===== src/rtl/core/ihe_pkg.sv =====
// Package with the types and constants shared by the header extractor modules.
package ihe_pkg;

    localparam int COUNT_BITS_DEF = 11;

    localparam int ETH_HDR_LEN = 14;
    localparam int MAC_LEN = 6;
    localparam int IP_PROTO_OFS = 9;
    localparam int IP_ADDR_OFS = 12;
    localparam int IPV4_MIN_HDR = 20;
    localparam int ICMP_LEN = 8;
    localparam int FRAME_LEN_MAX = 2047;

    localparam logic [15:0] ETHERTYPE_IPV4 = 16'h0800;
    localparam logic [7:0] PROTO_NUM_ICMP = 8'd1;
    localparam logic [3:0] IHL_MASK = 4'hf;

    typedef struct packed {
        logic [7:0] data_byte;
        logic       last_byte;
    } ihe_item_t;

    typedef struct packed {
        logic [10:0] frame_len;
        logic [47:0] dst_mac;
        logic [47:0] src_mac;
        logic [15:0] ether_type;
        logic        is_icmp;
        logic [7:0]  msg_type;
        logic [7:0]  msg_code;
        logic [15:0] icmp_ident;
        logic [15:0] icmp_sequence;
        logic [31:0] ip_source;
        logic [31:0] ip_destination;
    } ihe_record_t;

endpackage


===== src/rtl/core/eth_ipv4_icmp_header_extract.sv =====
// Top level of the Ethernet, IPv4 and ICMP header extractor.
//
//  channel  direction  handshake           payload
//  in       sink       in_valid/in_stall   data_byte, last_byte
//  out      source     out_valid/out_stall frame_len .. ip_destination
//
// One byte is accepted per cycle unless in_stall is high; a record passes the input register,
// the combinational capture logic and then the result register before it leaves.
// Reset clears the byte count and all captured fields.
// The input stalls only when a last byte waits for a stalled result register.
module eth_ipv4_icmp_header_extract
#(
    parameter int COUNT_BITS = ihe_pkg::COUNT_BITS_DEF
)
(
    input  logic        clk,
    input  logic        rst_n,
    input  logic        in_valid,
    output logic        in_stall,
    input  logic [7:0]  data_byte,
    input  logic        last_byte,
    output logic        out_valid,
    input  logic        out_stall,
    output logic [10:0] frame_len,
    output logic [47:0] dst_mac,
    output logic [47:0] src_mac,
    output logic [15:0] ether_type,
    output logic        is_icmp,
    output logic [7:0]  msg_type,
    output logic [7:0]  msg_code,
    output logic [15:0] icmp_ident,
    output logic [15:0] icmp_sequence,
    output logic [31:0] ip_source,
    output logic [31:0] ip_destination
);
    import ihe_pkg::*;

    ihe_item_t   item;
    ihe_record_t rec_next;
    ihe_record_t rec;
    logic        adv;
    logic        out_free;
    logic        rec_load;

    ihe_in_stage u_in_stage
    (
        .clk       (clk),
        .rst_n     (rst_n),
        .in_valid  (in_valid),
        .data_byte (data_byte),
        .last_byte (last_byte),
        .out_free  (out_free),
        .in_stall  (in_stall),
        .adv       (adv),
        .item      (item)
    );

    ihe_capture #(
        .COUNT_BITS (COUNT_BITS)
    ) u_capture
    (
        .clk      (clk),
        .rst_n    (rst_n),
        .adv      (adv),
        .item     (item),
        .rec_load (rec_load),
        .rec_next (rec_next)
    );

    ihe_out_stage u_out_stage
    (
        .clk       (clk),
        .rst_n     (rst_n),
        .rec_load  (rec_load),
        .rec_next  (rec_next),
        .out_stall (out_stall),
        .out_valid (out_valid),
        .out_free  (out_free),
        .rec       (rec)
    );

    assign frame_len = rec.frame_len;
    assign dst_mac = rec.dst_mac;
    assign src_mac = rec.src_mac;
    assign ether_type = rec.ether_type;
    assign is_icmp = rec.is_icmp;
    assign msg_type = rec.msg_type;
    assign msg_code = rec.msg_code;
    assign icmp_ident = rec.icmp_ident;
    assign icmp_sequence = rec.icmp_sequence;
    assign ip_source = rec.ip_source;
    assign ip_destination = rec.ip_destination;

`ifndef SYNTHESIS
    a_stall_cause: assert property (@(posedge clk) disable iff (!rst_n)
        in_stall |-> out_valid && out_stall)
        else $error("input stalled while the result side is free");
`endif

endmodule


===== src/rtl/core/ihe_in_stage.sv =====
// Input register that holds one frame byte until the capture logic takes it.
module ihe_in_stage
(
    input  logic              clk,
    input  logic              rst_n,
    input  logic              in_valid,
    input  logic [7:0]        data_byte,
    input  logic              last_byte,
    input  logic              out_free,
    output logic              in_stall,
    output logic              adv,
    output ihe_pkg::ihe_item_t item
);
    import ihe_pkg::*;

    logic      item_valid_reg;
    ihe_item_t item_reg;
    logic      load;

    // A byte that closes a frame moves on only when the result register has room.
    assign adv = item_valid_reg && (!item_reg.last_byte || out_free);
    assign in_stall = item_valid_reg && !adv;
    assign load = in_valid && !in_stall;
    assign item = item_reg;

    always_ff @(posedge clk or negedge rst_n)
    begin
        if (!rst_n)
        begin
            item_valid_reg <= 1'b0;
        end
        else if (load)
        begin
            item_valid_reg <= 1'b1;
        end
        else if (adv)
        begin
            item_valid_reg <= 1'b0;
        end
    end

    always_ff @(posedge clk)
    begin
        if (load)
        begin
            item_reg <= '{data_byte: data_byte, last_byte: last_byte};
        end
    end

endmodule


===== src/rtl/core/ihe_capture.sv =====
// Frame state registers, per-byte field capture and result record assembly.
module ihe_capture
#(
    parameter int COUNT_BITS = ihe_pkg::COUNT_BITS_DEF
)
(
    input  logic                clk,
    input  logic                rst_n,
    input  logic                adv,
    input  ihe_pkg::ihe_item_t  item,
    output logic                rec_load,
    output ihe_pkg::ihe_record_t rec_next
);
    import ihe_pkg::*;

    localparam int EXT_W = COUNT_BITS + 8;
    localparam logic [COUNT_BITS-1:0] CNT_MAX = {COUNT_BITS{1'b1}};

    logic [COUNT_BITS-1:0] byte_count_reg;
    logic [47:0]           dst_mac_reg;
    logic [47:0]           src_mac_reg;
    logic [15:0]           ether_type_reg;
    logic [5:0]            ip_header_len_reg;
    logic [7:0]            ip_protocol_reg;
    logic [63:0]           ip_addresses_reg;
    logic [63:0]           icmp_bytes_reg;

    logic [COUNT_BITS-1:0] byte_count_next;
    logic [47:0]           dst_mac_next;
    logic [47:0]           src_mac_next;
    logic [15:0]           ether_type_next;
    logic [5:0]            ip_header_len_next;
    logic [7:0]            ip_protocol_next;
    logic [63:0]           ip_addresses_next;
    logic [63:0]           icmp_bytes_next;

    logic [EXT_W-1:0]      pos_ext;
    logic [EXT_W-1:0]      len_ext;
    logic [EXT_W-1:0]      icmp_start;
    logic                  capture_en;
    logic                  icmp_match;
    logic [7:0]            b;

    assign rec_load = adv && item.last_byte;

    always_comb
    begin
        b = item.data_byte;
        pos_ext = EXT_W'(byte_count_reg);
        capture_en = byte_count_reg != CNT_MAX;

        // The first byte of a frame starts from cleared fields.
        if (byte_count_reg == '0)
        begin
            dst_mac_next = '0;
            src_mac_next = '0;
            ether_type_next = '0;
            ip_header_len_next = '0;
            ip_protocol_next = '0;
            ip_addresses_next = '0;
            icmp_bytes_next = '0;
        end
        else
        begin
            dst_mac_next = dst_mac_reg;
            src_mac_next = src_mac_reg;
            ether_type_next = ether_type_reg;
            ip_header_len_next = ip_header_len_reg;
            ip_protocol_next = ip_protocol_reg;
            ip_addresses_next = ip_addresses_reg;
            icmp_bytes_next = icmp_bytes_reg;
        end

        if (capture_en)
        begin
            if (pos_ext < EXT_W'(MAC_LEN))
            begin
                dst_mac_next = {dst_mac_next[39:0], b};
            end
            else if (pos_ext < EXT_W'(2 * MAC_LEN))
            begin
                src_mac_next = {src_mac_next[39:0], b};
            end
            else if (pos_ext < EXT_W'(ETH_HDR_LEN))
            begin
                ether_type_next = {ether_type_next[7:0], b};
            end
            if (pos_ext == EXT_W'(ETH_HDR_LEN))
            begin
                ip_header_len_next = {b[3:0] & IHL_MASK, 2'b00};
            end
            if (pos_ext == EXT_W'(ETH_HDR_LEN + IP_PROTO_OFS))
            begin
                ip_protocol_next = b;
            end
            if (pos_ext >= EXT_W'(ETH_HDR_LEN + IP_ADDR_OFS)
                && pos_ext < EXT_W'(ETH_HDR_LEN + IPV4_MIN_HDR))
            begin
                ip_addresses_next = {ip_addresses_next[55:0], b};
            end
        end

        // The ICMP window follows the header length, including one just taken.
        icmp_start = EXT_W'(ETH_HDR_LEN) + EXT_W'(ip_header_len_next);
        if (capture_en && pos_ext >= icmp_start
            && pos_ext < icmp_start + EXT_W'(ICMP_LEN))
        begin
            icmp_bytes_next = {icmp_bytes_next[55:0], b};
        end

        if (capture_en)
        begin
            byte_count_next = byte_count_reg + 1'b1;
        end
        else
        begin
            byte_count_next = byte_count_reg;
        end
        len_ext = EXT_W'(byte_count_next);

        icmp_match = ether_type_next == ETHERTYPE_IPV4
                     && len_ext >= EXT_W'(ETH_HDR_LEN + IPV4_MIN_HDR)
                     && ip_protocol_next == PROTO_NUM_ICMP
                     && len_ext >= icmp_start + EXT_W'(ICMP_LEN);

        rec_next = '0;
        if (len_ext > EXT_W'(FRAME_LEN_MAX))
        begin
            rec_next.frame_len = 11'(FRAME_LEN_MAX);
        end
        else
        begin
            rec_next.frame_len = len_ext[10:0];
        end
        rec_next.dst_mac = dst_mac_next;
        rec_next.src_mac = src_mac_next;
        rec_next.ether_type = ether_type_next;
        rec_next.is_icmp = icmp_match;
        if (icmp_match)
        begin
            rec_next.msg_type = icmp_bytes_next[63:56];
            rec_next.msg_code = icmp_bytes_next[55:48];
            rec_next.icmp_ident = icmp_bytes_next[31:16];
            rec_next.icmp_sequence = icmp_bytes_next[15:0];
            rec_next.ip_source = ip_addresses_next[63:32];
            rec_next.ip_destination = ip_addresses_next[31:0];
        end
    end

    always_ff @(posedge clk or negedge rst_n)
    begin
        if (!rst_n)
        begin
            byte_count_reg <= '0;
            dst_mac_reg <= '0;
            src_mac_reg <= '0;
            ether_type_reg <= '0;
            ip_header_len_reg <= '0;
            ip_protocol_reg <= '0;
            ip_addresses_reg <= '0;
            icmp_bytes_reg <= '0;
        end
        else if (adv)
        begin
            byte_count_reg <= item.last_byte ? '0 : byte_count_next;
            dst_mac_reg <= dst_mac_next;
            src_mac_reg <= src_mac_next;
            ether_type_reg <= ether_type_next;
            ip_header_len_reg <= ip_header_len_next;
            ip_protocol_reg <= ip_protocol_next;
            ip_addresses_reg <= ip_addresses_next;
            icmp_bytes_reg <= icmp_bytes_next;
        end
    end

`ifndef SYNTHESIS
    a_clear_after_last: assert property (@(posedge clk) disable iff (!rst_n)
        rec_load |=> byte_count_reg == '0)
        else $error("byte count not cleared after the last byte");

    a_zero_unless_icmp: assert property (@(posedge clk) disable iff (!rst_n)
        rec_load && !rec_next.is_icmp |->
            rec_next.ip_source == '0 && rec_next.ip_destination == '0
            && rec_next.msg_type == '0 && rec_next.icmp_ident == '0)
        else $error("ICMP fields nonzero on a non-ICMP frame");

    a_icmp_len: assert property (@(posedge clk) disable iff (!rst_n)
        rec_load && rec_next.is_icmp |->
            rec_next.frame_len >= 11'(ETH_HDR_LEN + IPV4_MIN_HDR)
            && rec_next.ether_type == ETHERTYPE_IPV4)
        else $error("ICMP record on a short or non-IPv4 frame");
`endif

endmodule


===== src/rtl/core/ihe_out_stage.sv =====
// Result register that holds one frame record until the receiver takes it.
module ihe_out_stage
(
    input  logic                 clk,
    input  logic                 rst_n,
    input  logic                 rec_load,
    input  ihe_pkg::ihe_record_t rec_next,
    input  logic                 out_stall,
    output logic                 out_valid,
    output logic                 out_free,
    output ihe_pkg::ihe_record_t rec
);
    import ihe_pkg::*;

    logic        out_valid_reg;
    ihe_record_t rec_reg;

    assign out_valid = out_valid_reg;
    assign out_free = !out_valid_reg || !out_stall;
    assign rec = rec_reg;

    always_ff @(posedge clk or negedge rst_n)
    begin
        if (!rst_n)
        begin
            out_valid_reg <= 1'b0;
        end
        else if (rec_load)
        begin
            out_valid_reg <= 1'b1;
        end
        else if (!out_stall)
        begin
            out_valid_reg <= 1'b0;
        end
    end

    always_ff @(posedge clk)
    begin
        if (rec_load)
        begin
            rec_reg <= rec_next;
        end
    end

endmodule

===== config.mk =====
export PLATFORM = sky130hd
export DESIGN_NAME = eth_ipv4_icmp_header_extract
export DESIGN_NICKNAME = d
export VERILOG_FILES = /design/src/rtl/core/ihe_pkg.sv /design/src/rtl/core/eth_ipv4_icmp_header_extract.sv /design/src/rtl/core/ihe_in_stage.sv /design/src/rtl/core/ihe_capture.sv /design/src/rtl/core/ihe_out_stage.sv
export SDC_FILE = /design/constraint.sdc
export NUM_CORES = 1
export LEC_CHECK = 0
export ABC_CLOCK_PERIOD_IN_PS = 20100
export BUFFER_PORTS_ARGS = -buffer_cell sky130_fd_sc_hd__buf_2
export CAP_MARGIN = 20
export CORE_MARGIN = 2
export CORE_UTILIZATION = 61
export DETAILED_ROUTE_END_ITERATION = 10
export PLACE_DENSITY_LB_ADDON = 0.1
export SYNTH_ARGS = -nofsm -noshare
export SYNTH_HDL_FRONTEND = slang
export SYNTH_SLANG_ARGS = --single-unit

===== constraint.sdc =====
create_clock -name clk -period 20.1 [get_ports clk]
set_input_delay 1.005 -clock clk [delete_from_list [all_inputs] [get_ports clk]]
set_output_delay 1.005 -clock clk [all_outputs]
set_load 0.03 [all_outputs]

==> summary.txt <==
Die Wd - 193 um
DRC violations left - 0
Status - finished clean
Worst skew pair latency - 580 ps
Fin crit share - 25.9%
Worst hold-check path type - primary input to async pin
Worst slew margin - 26.2%
Max FFs per register - 236
Final net count - 2133
Comb power frac - 10.7%
Seq/Total Area, Yosys - 64.5%
Crit path buf inv count - 3
RSZ-0062 raised after global routing - no
Clk buf depth - 3
Root Buffer - clkbuf_16
Largest net degree at the start of global routing - 161
Worst Setup End Kind - flip-flop
First-pass GRT wire length - 82600 um
Worst-path clk slew - 60 ps
R2r startpoint - u_capture.byte_count_reg[1]$_DFFE_PN0P_
Crit start category - flip-flop
Mapped Area - 0.0218 mm^2
Clock group share of total power - 39.3%
Worst R2R Path Depth - 16
Num ports - 251
Max VDD drop - 71.6 uV
Crit-path max cell delay - 680 ps
Post-route setup slack - 14890 ps
CTS Buf Count - 50
Min Hold Slack - 394 ps
Fill cells - 2596
Worst-path cell chain - ha_1, and4_1, nand4_1, a21oi_1, inv_1, ha_1, nor2b_1, o21a_1, o21a_1, o21ai_0, a221oi_1, o31a_1, o211ai_1, buf_4, buf_4, a21oi_1
Routed Antenna Nets - 0
Peak Freq - 192 MHz
Asr flop ratio synth - 52.1%
EDFF count, synth - 245
Int Pwr - 0.00175 W
Power Dens Cells - 95.3 mW/mm^2
Starting Density - 61.6%
Router iterations before antenna repair - 5
Reg power frac - 50.0%
Inst Count DP - 2508
Final setup fails - 0
Fin crit period - 5210 ps
Crit-path leading delay family - compound AO/OA/AOI/OAI gates
#FFs+latches synth - 512
Drt initial violations - 1401
Post-synth cell types - 58
Die height - 193 um
Final Hold Viols - 0
H-tree levels - 2
Worst Max-Slew Pin Slew - 1110 ps
Ys flop type - dfrtp_1
Share of layout cells above drive strength 1 - 17.3%
# diodes - 0
GPL Wtd Cong - 0.894
Max-cap violations - 0
WL final - 52700 um
Avg Inst Size Synth - 11.3 um^2
Critical path data required time - 20380 ps
P_leak - 10.3 nW
CTS tree - done
Switching Fraction - 26.0%
Switching Power - 0.000616 W
FF-to-FF End - u_out_stage.rec[23]$_SDFFCE_PN0P_
Die Area - 0.0372 mm^2
Kind of critical path - flip-flop to flip-flop
Ys Warns - 0
Vias in the first global route - 14.9k
Total core area - 0.0353 mm^2
Total number of vias - 15.9k
Clk_skew - 12.3 ps
Setup Buffers After CTS - 0
Port Buffers - 250
Syn Inst Count - 1925
Sum of negative setup slack - 0 ps
Flop-to-flop setup slack - 14890 ps
Finished Layout Cells - 2604
Vias per cell - 6.10
Grt total ovfl - 0
Pre-CTS setup slack - 14980 ps
Initial antenna violation count - 0
Max-slew violations - 0
Crit-path max FO - 65
Worst Path Arrival - 5490 ps
CP max-delay cell - buf_4
Cells resized by post-CTS repair - 0
GRT Overall Usage - 28.4%
Average wire per standard cell - 20.2 um
Clock sinks - 512
Area Growth Syn to Fin - 14.3%
Row cnt - 69
Post-DP HPWL - 30400 um
Hold buffer count at CTS - 0
==> synth_stat cells, drive strengths merged (3+ instances only) <==
| master | number | area, um^2 |
|---|---|---|
| a21oi | 154 | 771 |
| mux2i | 48 | 480 |
| o31ai | 48 | 360 |
| ha | 19 | 238 |
| nor3 | 9 | 56.3 |
| and4 | 3 | 26.3 |
| mux2 | 8 | 90.1 |
| or4 | 3 | 22.5 |
| dfrtp | 267 | 6680 |
| o21a | 4 | 30.0 |
| clkbuf | 106 | 398 |
| nand2b | 3 | 18.8 |
| edfxtp | 245 | 7360 |
| o21ai | 65 | 325 |
| nor4 | 11 | 68.8 |
| and3 | 7 | 43.8 |
| and2 | 7 | 43.8 |
| buf | 48 | 258 |
| xor2 | 5 | 43.8 |
| o22ai | 3 | 18.8 |
| a22o | 148 | 1300 |
| a22oi | 3 | 22.5 |
| nand3 | 65 | 325 |
| nand2 | 449 | 1690 |
| o211ai | 10 | 75.1 |
| nand4 | 11 | 68.8 |
| a31oi | 14 | 103 |
| a32o | 8 | 80.1 |
| xnor2 | 9 | 78.8 |
| nor2 | 98 | 370 |
| inv | 20 | 75.1 |
| or3 | 4 | 30.0 |
==> power groups by stage <==
stage               Sequential [W]  Clock [W]  Combinational, W
global route               0.00119   0.000984          0.000277
finish                     0.00119   0.000931          0.000254
floorplan                  0.00124          0          0.000134
CTS                        0.00119   0.000945          0.000254
global placement           0.00120          0          0.000250
detailed placement         0.00120          0          0.000253
==> through the flow <==
| step | total power [W] | utilization [%] | instance area (um^2) |
|---|---|---|---|
| floorplan | 0.00138 | - | 21800 |
| detailed placement | 0.00146 | 65.7 | 23200 |
| CTS | 0.00238 | 70.3 | 24800 |
| global route | 0.00245 | 70.4 | 24900 |
| global placement | 0.00145 | 65.7 | 23200 |
| finish | 0.00237 | 70.4 | 24900 |
==> placed cells by master, fill, tap and decap left out, types with 11 or more instances in the layout <==
cell type	count
nand3_1	65
buf_2	249
nand4_1	11
clkbuf_1	18
o31ai_1	48
buf_4	25
clkbuf_16	53
a21oi_1	154
a31oi_1	13
edfxtp_1	245
inv_1	19
nand2_1	448
o21ai_0	53
dfrtp_1	267
nor2_1	96
a22o_1	148
ha_1	19
mux2i_1	48
==> routing by layer <==
| layer | GRT usage [%] | vias to the layer above | part of all wire, % | wire [um] |
|---|---|---|---|---|
| li1 | - | 7255 | - | - |
| met2 | 43.9 | 641 | 48 | 25500 |
| met5 | 0 | - | 0 | 0 |
| met4 | 7.81 | 0 | 1.8 | 937 |
| met3 | 4.13 | 75 | 7.0 | 3670 |
| met1 | 42.6 | 7913 | 43 | 22600 |
==> kinds of logic after synthesis <==
kind of cell               Yosys count  share of synthesized area, %
buffers and inverters              174                          3.36
AOI/OAI and AO/OA                  470                          14.7
adders and majority gates           20                          1.14
muxes                               56                          2.62
other                                1                        0.0172
and+or+nand+nor                    676                          12.9
xor gates and xnor gates            16                         0.776
DFF                                512                          64.5
==> worst max-delay path by stage <==
stage                                       startpoint                                end  slack (ps)  cells past startpoint
2_1_floorplan                                out_stall   u_out_stage.rec[0]$_SDFFCE_PN0P_       13060                      6
3_3_place_gp   u_capture.byte_count_reg[9]$_DFFE_PN0P_     u_out_stage.rec[112]$_DFFE_PP_       15140                     14
3_5_place_dp   u_capture.byte_count_reg[1]$_DFFE_PN0P_  u_out_stage.rec[23]$_SDFFCE_PN0P_       14980                     16
4_1_cts        u_capture.byte_count_reg[1]$_DFFE_PN0P_  u_out_stage.rec[23]$_SDFFCE_PN0P_       14960                     16
5_1_grt        u_capture.byte_count_reg[1]$_DFFE_PN0P_  u_out_stage.rec[21]$_SDFFCE_PN0P_       14530                     16
6_report       u_capture.byte_count_reg[1]$_DFFE_PN0P_  u_out_stage.rec[23]$_SDFFCE_PN0P_       14890                     16
==> cell type report <==
cell class / count / area [um^2] / area share [%]
flip-flops and latches: 512 / 14000 / 56.5
multi-input cells: 1240 / 7050 / 28.4
clock buffers: 75 / 1450 / 5.83
inverters: 20 / 82.6 / 0.332
well taps: 461 / 577 / 2.32
repair buffers: 277 / 1480 / 5.96
clock inverters: 19 / 185 / 0.745
(Power assumes the default switching activity.)
